==> src/rtl/core/vn_sqrt_cell.sv <==
// ---------------------------------------------------------------------------
// vn_sqrt_cell
// One root bit of the digit-by-digit square root, registered.
// ---------------------------------------------------------------------------
module vn_sqrt_cell #(
  parameter int IN_WIDTH = 32
) (
  input  logic                  clk,
  input  logic [2*IN_WIDTH-1:0] rad_i,
  input  logic [IN_WIDTH:0]     rem_i,
  input  logic [IN_WIDTH-1:0]   root_i,
  output logic [2*IN_WIDTH-1:0] rad_o,
  output logic [IN_WIDTH:0]     rem_o,
  output logic [IN_WIDTH-1:0]   root_o
);
  localparam int SW = 2 * IN_WIDTH;
  localparam int RW = IN_WIDTH + 1;

  logic [SW-1:0]       rad_r, rad_nxt;
  logic [RW-1:0]       rem_r, rem_nxt;
  logic [IN_WIDTH-1:0] root_r, root_nxt;
  logic [RW+1:0]       trial;
  logic [RW+1:0]       tst;
  logic                ge;

  always_comb begin
    trial    = {rem_i, rad_i[SW-1:SW-2]};
    tst      = {1'b0, root_i, 2'b01};
    ge       = (trial >= tst);
    // remainder stays within 2*root, so the top bits drop out
    rem_nxt  = ge ? RW'(trial - tst) : RW'(trial);
    root_nxt = {root_i[IN_WIDTH-2:0], ge};
    rad_nxt  = {rad_i[SW-3:0], 2'b00};
  end

  always_ff @(posedge clk) begin
    rad_r  <= rad_nxt;
    rem_r  <= rem_nxt;
    root_r <= root_nxt;
  end

  assign rad_o  = rad_r;
  assign rem_o  = rem_r;
  assign root_o = root_r;

endmodule

==> config.mk <==
export PLATFORM = sky130hd
export DESIGN_NAME = vn_sqrt_cell
export DESIGN_NICKNAME = d
export VERILOG_FILES = /design/src/rtl/core/vn_sqrt_cell.sv
export SDC_FILE = /design/constraint.sdc
export NUM_CORES = 1
export LEC_CHECK = 0
export ABC_AREA = 1
export BUFFER_PORTS_ARGS = -buffer_cell sky130_fd_sc_hd__buf_2
export CORE_ASPECT_RATIO = 2
export CORE_UTILIZATION = 51
export CTS_CLUSTER_SIZE = 24
export DETAILED_ROUTE_END_ITERATION = 6
export PLACE_DENSITY_LB_ADDON = 0.08
export SLEW_MARGIN = 40
export SYNTH_ARGS = -nofsm -noshare
export SYNTH_HDL_FRONTEND = slang
export SYNTH_SLANG_ARGS = --single-unit
==> constraint.sdc <==
create_clock -name clk -period 2.6 [get_ports clk]
set_input_delay 0.26 -clock clk [delete_from_list [all_inputs] [get_ports clk]]
set_output_delay 0.26 -clock clk [all_outputs]
set_load 0.01 [all_outputs]
[After elaboration in Yosys (flattened, before gate mapping)]
Index checks and enable logic that the tools add are counted.
Word-level totals
  output and inout port bits: 129
  flip-flop bits (word level): 127
Operators by class
  order comparisons: 1
  muxes and demuxes: 1
  add/subtract/negate cells: 1
Operators with widths (count)
  35-bit by 34-bit greater-or-equal comparator with 1-bit output: 1
  33-bit 2-to-1 mux: 1
  33-bit subtractor: 1

[Depth between registers and ports, before layout]
  word-level depth: 2
  mapped depth: 16
  depth with buffers taken out: 15

[Least setup slack after synthesis]
Ideal clock, no wire load.
  path type: input -> register
  start point: input port root_i[14]
  end point: register rem_r[31], in the netlist rem_o[31]
  library setup time: 113 ps
  arrival time: 1581 ps
  cell stages on the path: 14
  buffers on the path: 1
  slack: 906 ps
  path through: inv_1 -> ha_1 -> nand2_1 -> inv_2 -> nand2_2 -> nor2_2 -> nand4_2 -> nand3_2 -> nand2_2 -> nand2_8 -> inv_6 -> buf_8 -> nand2_2 -> nand2_1
On the way
  longest elaborated chain between the ends: 2
  elaborated cells on any way between the ends: 3
  those cells by class: add/sub (1); order compare (1); mux (1)
Ends and longest elaborated chain
  start, declared: RTL line 11  | input logic [IN_WIDTH-1:0] root_i,
  33-bit subtractor or 35-bit by 34-bit greater-or-equal comparator with 1-bit output (tied branches): RTL line 31, 29
  33-bit 2-to-1 mux *: RTL line 31  | rem_nxt = ge ? RW'(trial - tst) : RW'(trial);
  net rem_nxt[31]: RTL line 20  | logic [RW-1:0] rem_r, rem_nxt;
  end signal, assigned: RTL line 38  | rem_r <= rem_nxt;
  end, declared: RTL line 20
The timed path passes the listed nets; every way through them passes the cells marked *.

[Final worst setup path]
  start point: input port root_i[14]
  end point: register rem_r[12], in the netlist rem_o[12]
On the way
  longest elaborated chain between the ends: 2
Ends and longest elaborated chain
  35-bit by 34-bit greater-or-equal comparator with 1-bit output: RTL line 29  | ge = (trial >= tst);
  33-bit 2-to-1 mux: RTL line 31
  net rem_nxt[12]: RTL line 20
The timed path passes the listed nets, and every way through them passes these cells.

==> impl_metrics.env <==
export IMPL_start_kind="input port"
export IMPL_yosysSeqAreaShare_pct=43.5
export IMPL_layout_drive_gt1_share_pct=28.4
export IMPL_fin_crit_ns=2.44
export IMPL_seqCellArea_sq_mm=0.00254
export IMPL_grt_pass1_wl_um=33000
export IMPL_cts_sinks=127
export IMPL_wl_um=21800
export IMPL_grt_pass1_vias=6724
export IMPL_max_freq_mhz=409
export IMPL_hold_viol=0
export IMPL_yosys_area_top_type="dfxtp_1"
export IMPL_cp_arrival_ns=2.80
export IMPL_status="complete, no violations"
export IMPL_ys_warn_count=0
export IMPL_synth_area_per_cell_sq_um=7.19
export IMPL_critical_path_max_fanout=32
export IMPL_rsz0062_at_grt="no"
export IMPL_cts_htree_levels=4
export IMPL_finalNetCount=1341
export IMPL_worst_setup_path_end_kind="flop"
export IMPL_hold_ws_ns=0.0564
export IMPL_crit_required_ns=2.96
export IMPL_drc=0
export IMPL_die_y_um=153
export IMPL_cts_tree="done"
export IMPL_synth_seq_cells=127
export IMPL_vias_per_cell=4.87
export IMPL_synth_distinct_cells=29
export IMPL_maxCapViolCount=0
export IMPL_synth_common_cells="299 x nand2_1, 155 x inv_1, 127 x dfxtp_1"
export IMPL_netlist_instances=813
export IMPL_hold_class="input port to flop"
export IMPL_core_area_sq_mm=0.0112
export IMPL_synth_area_sq_mm=0.00584
export IMPL_synth_top_cell_area_share_pct=43.5
export IMPL_grt_max_degree=33
export IMPL_slew_viol_final=0
export IMPL_first_pass_iters=6
export IMPL_die_x_um=77.7
export IMPL_synth_area_leaders="dfxtp_1 44%, nand2_1 19%, inv_1 10%"
export IMPL_start_util_pct=52.1
export IMPL_synth_most_common_cell="nand2_1"
export IMPL_crit_type="input port to flop"
export IMPL_stdcell_count=1333
export IMPL_postRouteAntennaNets=0
export IMPL_p_leak_nw=5.04
export IMPL_num_io_pins=259
export IMPL_post_cts_buffers=0
export IMPL_antenna_found_initial=1
export IMPL_io_buffers=256
export IMPL_initialDrtViolationCount=445
export IMPL_clockRootBuffer="clkbuf_16"
export IMPL_final_util_pct=78.1
export IMPL_area_growth_syn_to_layout_pct=49.9
export IMPL_cts_inserted_buffers=17
export IMPL_row_count=55
export IMPL_fin_total_pwr_w=0.00591
export IMPL_grt_ovfl_total=0
export IMPL_dpl_hpwl_um=14600
export IMPL_fin_crit_sh_pct=94.0
export IMPL_finalSetupTns_ns=0
export IMPL_power_density_mw_per_mm2=674
export IMPL_dp_cells=1207
export IMPL_clk_pin_slew_ns=0.07
export IMPL_setup_violations=0
export IMPL_vdd_ir_drop_max_v=0.000498
export IMPL_fillers=786
export IMPL_via_count=6492
export IMPL_avgRoutedWirePerCell_um=16.4
export IMPL_cts_buffer_depth=2
export IMPL_track_usage_pct=37.0
export IMPL_gp_congestion=0.935
export IMPL_dieArea_sq_mm=0.0119
export IMPL_multi_input_area_sq_mm=0.00261
export IMPL_synth_ff_type="dfxtp_1"
export IMPL_asyncSetResetFlopFracSynth_pct=0
export IMPL_synth_edff_count=0
where the power goes:
| part | switching [W] | total [W] | internal [W] |
|---|---|---|---|
| combinational | 0.000783 | 0.00131 | 0.000532 |
| clock | 0.00104 | 0.00241 | 0.00138 |
| sequential | 0.0000522 | 0.00218 | 0.00213 |
| total | 0.00187 | 0.00591 | 0.00403 |
worst paths after layout:
path,start,endpoint,cells past startpoint
max,root_i[14],rem_o[12]$_DFF_P_,17
min,rem_i[17],rem_o[19]$_DFF_P_,3
flip-flops by register name, summed over array words and instances (netlist names):
signal	flops
root_o	32
rem_o	33
rad_o	62
what timing repair did:
action,in CTS,in global routing
hold buffers,93,0
gates resized for setup,0,1
hold endpoints to repair,93,0
endpoints found under the setup margin,0,5
worst max-delay path, cell delays in order:
cell and delay [ns]:
dlygate4sd3_1 0.56, buf_2 0.14, inv_1 0.05, ha_1 0.33, nand2_1 0.14, inv_2 0.05, nand2_2 0.12, inv_1 0.05
nand2_1 0.06, nand2_1 0.07, inv_1 0.09, nand3_2 0.13, nand2_2 0.14, nand2_8 0.12, inv_8 0.25, nand2_1 0.14
nand2_1 0.10
routing by layer:
layer | vias up | track usage, % | wire, um
li1 | 3153 | - | -
met1 | 2908 | 30.6 | 6910
met2 | 324 | 73.5 | 12200
met3 | 107 | 8.84 | 1310
met4 | 0 | 24.5 | 1400
met5 | - | 0 | 0
stage by stage:
stage               area, sq um  worst slack (ns)
detailed placement         7240             0.377
global placement           7240             0.414
finish                     8760             0.155
CTS                        8750             0.226
floorplan                  5850             0.906
global route               8760            0.0100
cells in the final DEF, fill, tap and decap left out, drive strengths merged:
cell type    netlist  final
a21o               1      1
a21oi             21     21
and2               7      7
and3               1      1
buf                8    259
bufinv             0      1
clkbuf             0     18
clkinv             0      2
clkinvlp           0      3
conb               1      2
dfxtp            127    127
diode              0      1
dlygate4sd3        0     93
ha                34     34
inv              160    168
nand2            330    330
nand3             40     40
nand3b             9      9
nand4              4      4
nor2              42     42
nor3               9      9
o211a              1      1
o21ai              2      2
or2                2      2
xor2              14     14
cell type report:
class / count / share of cell area, %
Multi-Input combinational cell: 519 / 29.8
Sequential cell: 127 / 29.0
Timing Repair Buffer: 352 / 25.5
Inverter: 160 / 6.94
Clock buffer: 18 / 5.01
Tap cell: 142 / 2.03
Clock inverter: 14 / 1.64
Antenna cell: 1 / 0.0286
logic make-up (layout without fill, tap and decap cells):
logic type	Yosys count	after routing	share of synthesized area, %
AO/OA/AOI/OAI	25	25	2.27
other	1	3	0.0642
buffers and inverters	168	544	11.9
adder cells (fa/ha/maj)	34	34	7.28
flip-flops	127	127	43.5
AND/OR/NAND/NOR	444	444	32.9
XOR/XNOR	14	14	2.10
Note: power is estimated with default switching activity, not from simulation.
