--- config.mk ---
export PLATFORM = sky130hd
export DESIGN_NAME = vn_div_cell
export DESIGN_NICKNAME = d
export VERILOG_FILES = /design/src/rtl/core/vn_div_cell.sv
export SDC_FILE = /design/constraint.sdc
export NUM_CORES = 1
export LEC_CHECK = 0
export ABC_AREA = 1
export BUFFER_PORTS_ARGS = -buffer_cell sky130_fd_sc_hd__buf_2
export CAP_MARGIN = 15
export CELL_PAD_IN_SITES_DETAIL_PLACEMENT = 1
export CELL_PAD_IN_SITES_GLOBAL_PLACEMENT = 2
export CORE_MARGIN = 3
export CORE_UTILIZATION = 24
export DETAILED_ROUTE_END_ITERATION = 7
export PLACE_DENSITY = 0.81
export SETUP_SLACK_MARGIN = 0.2
export SYNTH_ARGS = -nofsm -noshare
export SYNTH_HDL_FRONTEND = slang
export SYNTH_SLANG_ARGS = --single-unit
--- constraint.sdc ---
create_clock -name clk -period 2 [get_ports clk]
set_input_delay 0.1 -clock clk [delete_from_list [all_inputs] [get_ports clk]]
set_output_delay 0.1 -clock clk [all_outputs]
set_load 0.005 [all_outputs]
--- src/rtl/core/vn_div_cell.sv ---
// ---------------------------------------------------------------------------
// vn_div_cell
// One quotient bit of the restoring divide, registered.
// ---------------------------------------------------------------------------
module vn_div_cell #(
  parameter int IN_WIDTH  = 32,
  parameter int FRAC_BITS = 16,
  parameter int BIT       = 0
) (
  input  logic                          clk,
  input  logic [IN_WIDTH+FRAC_BITS-1:0] rem_i,
  input  logic [FRAC_BITS:0]            q_i,
  input  logic [IN_WIDTH-1:0]           len_i,
  output logic [IN_WIDTH+FRAC_BITS-1:0] rem_o,
  output logic [FRAC_BITS:0]            q_o
);
  localparam int DW = IN_WIDTH + FRAC_BITS;
  localparam int QW = FRAC_BITS + 1;

  logic [DW-1:0] rem_r, rem_nxt;
  logic [QW-1:0] q_r, q_nxt;
  logic [DW-1:0] sh;
  logic          ge;

  always_comb begin
    sh      = DW'(len_i) << BIT;
    ge      = (rem_i >= sh);
    rem_nxt = ge ? (rem_i - sh) : rem_i;
    q_nxt   = q_i | (QW'(ge) << BIT);
  end

  always_ff @(posedge clk) begin
    rem_r <= rem_nxt;
    q_r   <= q_nxt;
  end

  assign rem_o = rem_r;
  assign q_o   = q_r;

endmodule

Word level (Yosys, flattened, before mapping)
Cells that the tools add are included.
{ "word_totals": {"mem_count": 0, "inputBits": 98, "wordCells": 6, "romBits": 0, "mem_bits_rw": 0, "latch_bits": 0, "out_inout_bits": 65, "regBits": 65} }
{ "op_classes": {"magnitude_cmp": 1, "addsub": 1, "shifts": 0, "n_mux": 1, "eq_ne": 0, "n_bitwise": 1, "reduce_logical": 0, "multipliers": 0, "n_div": 0} }
{ "op_table": {"columns": ["op", "count"], "rows": [
  ["48-bit by 32-bit >= comparator with 1-bit output", 1],
  ["48-bit 2-to-1 mux", 1],
  ["48-bit by 32-bit subtractor with 48-bit output", 1],
  ["17-bit by 1-bit OR with 17-bit output", 1]
]} }

Longest topological paths before layout
{ "depth": {"word_depth": 2, "depth_mapped": 16, "ltp_nobuf": 15} }

Worst setup path before layout
Ideal clock, no wire load.
{ "synth_path": {"path_kind": "input -> register", "start": "in rem_i[0]", "end": "reg rem_r[10], in the netlist rem_o[10]", "setup_ps": 118, "path_buffers": 1, "t_arrival_ps": 1756, "required_ps": 1882, "slack_ps": 126, "path_stages": 16, "path_cell_list": "inv_1 > ha_1 > fa_1 > inv_1 > nand3_2 > nand3_2 > nand2_1 > nand2_2 > nand2_2 > nand2_2 > nand2_4 > nand3_4 > inv_6 > buf_12 > nand2_4 > o21ai_2"} }
{ "synth_between": {"elab_chain_len": 2, "word_cells_on_any_way": 3, "cone_classes": "1 x add/sub; 1 x order compare; 1 x mux"} }
{ "synth_rtl": {"columns": ["element", "line", "source"], "rows": [
  ["start, declared", "11", "input logic [IN_WIDTH+FRAC_BITS-1:0] rem_i,"],
  ["48-bit by 32-bit subtractor with 48-bit output / 48-bit by 32-bit >= comparator with 1-bit output (equally long branches)", "28, 27", null],
  ["48-bit 2-to-1 mux *", "28", "rem_nxt = ge ? (rem_i - sh) : rem_i;"],
  ["via rem_nxt[10]", "20", "logic [DW-1:0] rem_r, rem_nxt;"],
  ["end signal, assigned", "33", "rem_r <= rem_nxt;"],
  ["end, declared", "20", null]
]} }
Mark *: on every way through the listed nets, which the timed path passes. The rest lies on a longest branch.

Final worst setup path
{ "layout_path": {"start": "in rem_i[22]", "end": "reg q_r[0], in the netlist q_o[0]"} }
{ "layout_between": {"elab_chain_len": 2} }
{ "layout_rtl": {"columns": ["element", "line", "source"], "rows": [
  ["48-bit by 32-bit >= comparator with 1-bit output", "27", "ge = (rem_i >= sh);"],
  ["17-bit by 1-bit OR with 17-bit output", "29", "q_nxt = q_i | (QW'(ge) << BIT);"],
  ["via q_nxt[0]", "21", "logic [QW-1:0] q_r, q_nxt;"],
  ["end signal, assigned", "34", "q_r <= q_nxt;"],
  ["end, declared", "21", null]
]} }
The timed path passes the listed nets, and every way through them passes these cells.

==> results by group <==
Critical path
  – Worst path bufs/invs: 3
  – Crit-path cells: buf_2, ha_1, nand2_2, inv_2, nand2_1, nand2_1, a21oi_2, nor2_2, nor2_4, nand3_4, buf_12, or2_2
  – Worst path required time: 2.23 ns
  – Slowest-stage cell, CP: ha_1
  – Worst stage delay on the critical path: 0.37 ns
  – Delay-heaviest family, CP: simple AND/OR/NAND/NOR gates
  – Setup crit start kind: input pin
  – Arrival time of the worst setup path: 1.95 ns
  – CP most frequent cell: nand2_1
  – Max FO, Critical Path: 12
  – Worst setup EP type: flop
  – WS Path Type: input pin to flop

Route
  – Avg WL per Cell: 14.9 um
  – Final WL: 23.4 mm
  – Highest routed layer: met4
  – Drt pass-1 iters: 4
  – Vias per cell: 4.28
  – ANT nets after route: 0
  – DRC: 0
  – WL met3: 626 um
  – WL met2: 11.4 mm
  – M1 WL: 11.0 mm
  – Iter 0 DRT Violations: 324
  – Routed vias: 6731

Global route
  – Remaining Overflow, GRT: 0
  – First-pass GRT wire length: 37.2 mm
  – Initial antenna violation count: 0
  – Total track usage: 18.4%
  – Largest net degree at the start of global routing: 17
  – Number of global-route vias before repair: 7205

Placed design
  – GPL Wtd Cong: 0.882
  – Hpwl dp: 19.8 mm
  – Setup WS pre-CTS: -0.0947 ns
  – # port buffers: 162

Finish
  – Number of diodes: 0
  – Post-layout nets: 1385
  – Commonest non-fill, non-tap cell in the layout: nand2_1
  – Most frequent cells in the layout: nand2_1, inv_1, buf_2, buf_4, dfxtp_1
  – Area Overhead vs Synth: 46.7%
  – Share of post-route cells with drive strength above 1: 27.8%

Floorplanning
  – Core area: 0.0229 sq mm
  – Die width: 160 um
  – Starting Density: 24.7%
  – IO Count: 163
  – Row cnt: 55
  – Die Y-Extent: 160 um
  – Die area: 0.0255 sq mm

STA
  – Worst Max-Slew Pin Slew: 0.362 ns
  – Setup-failing EPs final: 0
  – RSZ-0062 raised after global routing: yes
  – Final Cycle Share: 85.9%
  – Hold Fails Final Rpt: 0
  – Max-slew violations: 0
  – Final setup TNS: 0 ns
  – Fmax: 582 MHz
  – Setup slack after layout: 0.282 ns
  – Slew margin rel.: 75.6%
  – Minimum clock period: 1.72 ns

Clock tree
  – Longest Clk Path Bufs: 2
  – CTS root buffer: clkbuf_16
  – Clk slew on worst S/H paths: 0.06 ns
  – CTS tree: done
  – CTS H-tree lvls: 3
  – Cts bufs inserted: 9
  – Sink Count: 65

Power
  – Lkg Pwr: 4.67 nW
  – Peak VDD IR: 299 uV
  – Power Density: 622 mW/mm^2

Synth
  – Post-synth net total: 1095
  – Post-Synthesis Cells: 964
  – Post-Syn Area per Cell: 5.87 sq um
  – #FFs+latches synth: 65
  – Yosys cell types: 36
  – Synthesis Warnings: 0
  – Sequential area share after synthesis: 23.0%
  – Cell Area, Synth: 0.00566 sq mm

Outcome
  – Status: completed

Hold path
  – Hold WC Path Type: input pin to flop

Job
  – Max-cap violations: 0
[kinds of logic after synthesis]
group / count (synthesis) / synth area share [%]
xor+xnor: 18 / 2.79
compound gates: 60 / 7.69
buf+inv: 224 / 16.0
fa+ha+maj: 33 / 7.43
flops: 65 / 23.0
simple gates: 564 / 43.1
[area by class of cell]
type | count | area, sq um
repair buffers | 287 | 1920
multi-input cells | 675 | 3520
flip-flops and latches | 65 | 1300
fillers | 3086 | 14600
inverters | 216 | 818
clock inverters | 6 | 115
well taps | 313 | 392
clock buffers | 10 | 239
[state kept, by name, indices dropped and copies added, names as in the netlist]
register and flops:
rem_o 48, q_o 17
[metal layers]
layer,GRT usage [%],vias to the layer above
met5,0,-
met4,4.74,0
met1,23.8,3140
met2,32.3,89
met3,2.26,20
li1,-,3482
[cell usage after synthesis (all sizes together)]
| library cell | instances | area share (%) |
|---|---|---|
| nand2 | 389 | 28 |
| inv | 215 | 14 |
| nor2 | 78 | 5.6 |
| dfxtp | 65 | 23 |
| nand3 | 58 | 5.5 |
| a21oi | 32 | 3.8 |
| ha | 32 | 7.1 |
| o21ai | 25 | 3.5 |
| nand4 | 17 | 1.9 |
| xnor2 | 15 | 2.3 |
| nand3b | 10 | 1.3 |
| buf | 8 | 1.6 |
| nor3 | 7 | 0.62 |
| xor2 | 3 | 0.46 |
| and2 | 2 | 0.22 |
| a21boi | 1 | 0.13 |
| and3 | 1 | 0.11 |
| clkinv | 1 | 0.066 |
| fa | 1 | 0.35 |
| nor4 | 1 | 0.11 |
| o21a | 1 | 0.13 |
| o21bai | 1 | 0.13 |
| or2 | 1 | 0.11 |
[worst paths after layout]
path / cells after the start / slack [ns] / startpoint / end
hold / removal: 3 / 0.02 / rem_i[1] / rem_o[1]
setup / recovery: 12 / 0.28 / rem_i[22] / q_o[0]
[power breakdown]
part / internal [mW] / total (mW) / switching, mW
Sequential: 1.47 / 1.51 / 0.0428
Clock: 1.26 / 1.92 / 0.666
Combinational: 0.771 / 1.73 / 0.957
Total: 3.50 / 5.16 / 1.67
[per-stage QoR]
| stage | total power, mW | utilization (%) | instances | instance area (sq um) | hold WS [ns] |
|---|---|---|---|---|---|
| detailed placement | 3.18 | 32.4 | 1509 | 7410 | 0.204 |
| global route | 5.49 | 36.2 | 1572 | 8300 | 0.0274 |
| floorplan | 2.40 | - | 964 | 5670 | 0.128 |
| global placement | 3.16 | 32.4 | 1509 | 7410 | 0.203 |
| finish | 5.16 | 36.2 | 1572 | 8300 | 0.0202 |
| CTS | 5.22 | 35.9 | 1570 | 8220 | 0.0170 |
[timing repair]
item,4_1_cts,5_1_grt
hold buffers,45,0
resized for setup,0,19
setup buffers,0,2
setup endpoints to repair,0,45
endpoints found under the hold margin,45,0
Note: power is estimated with default switching activity, not from simulation.
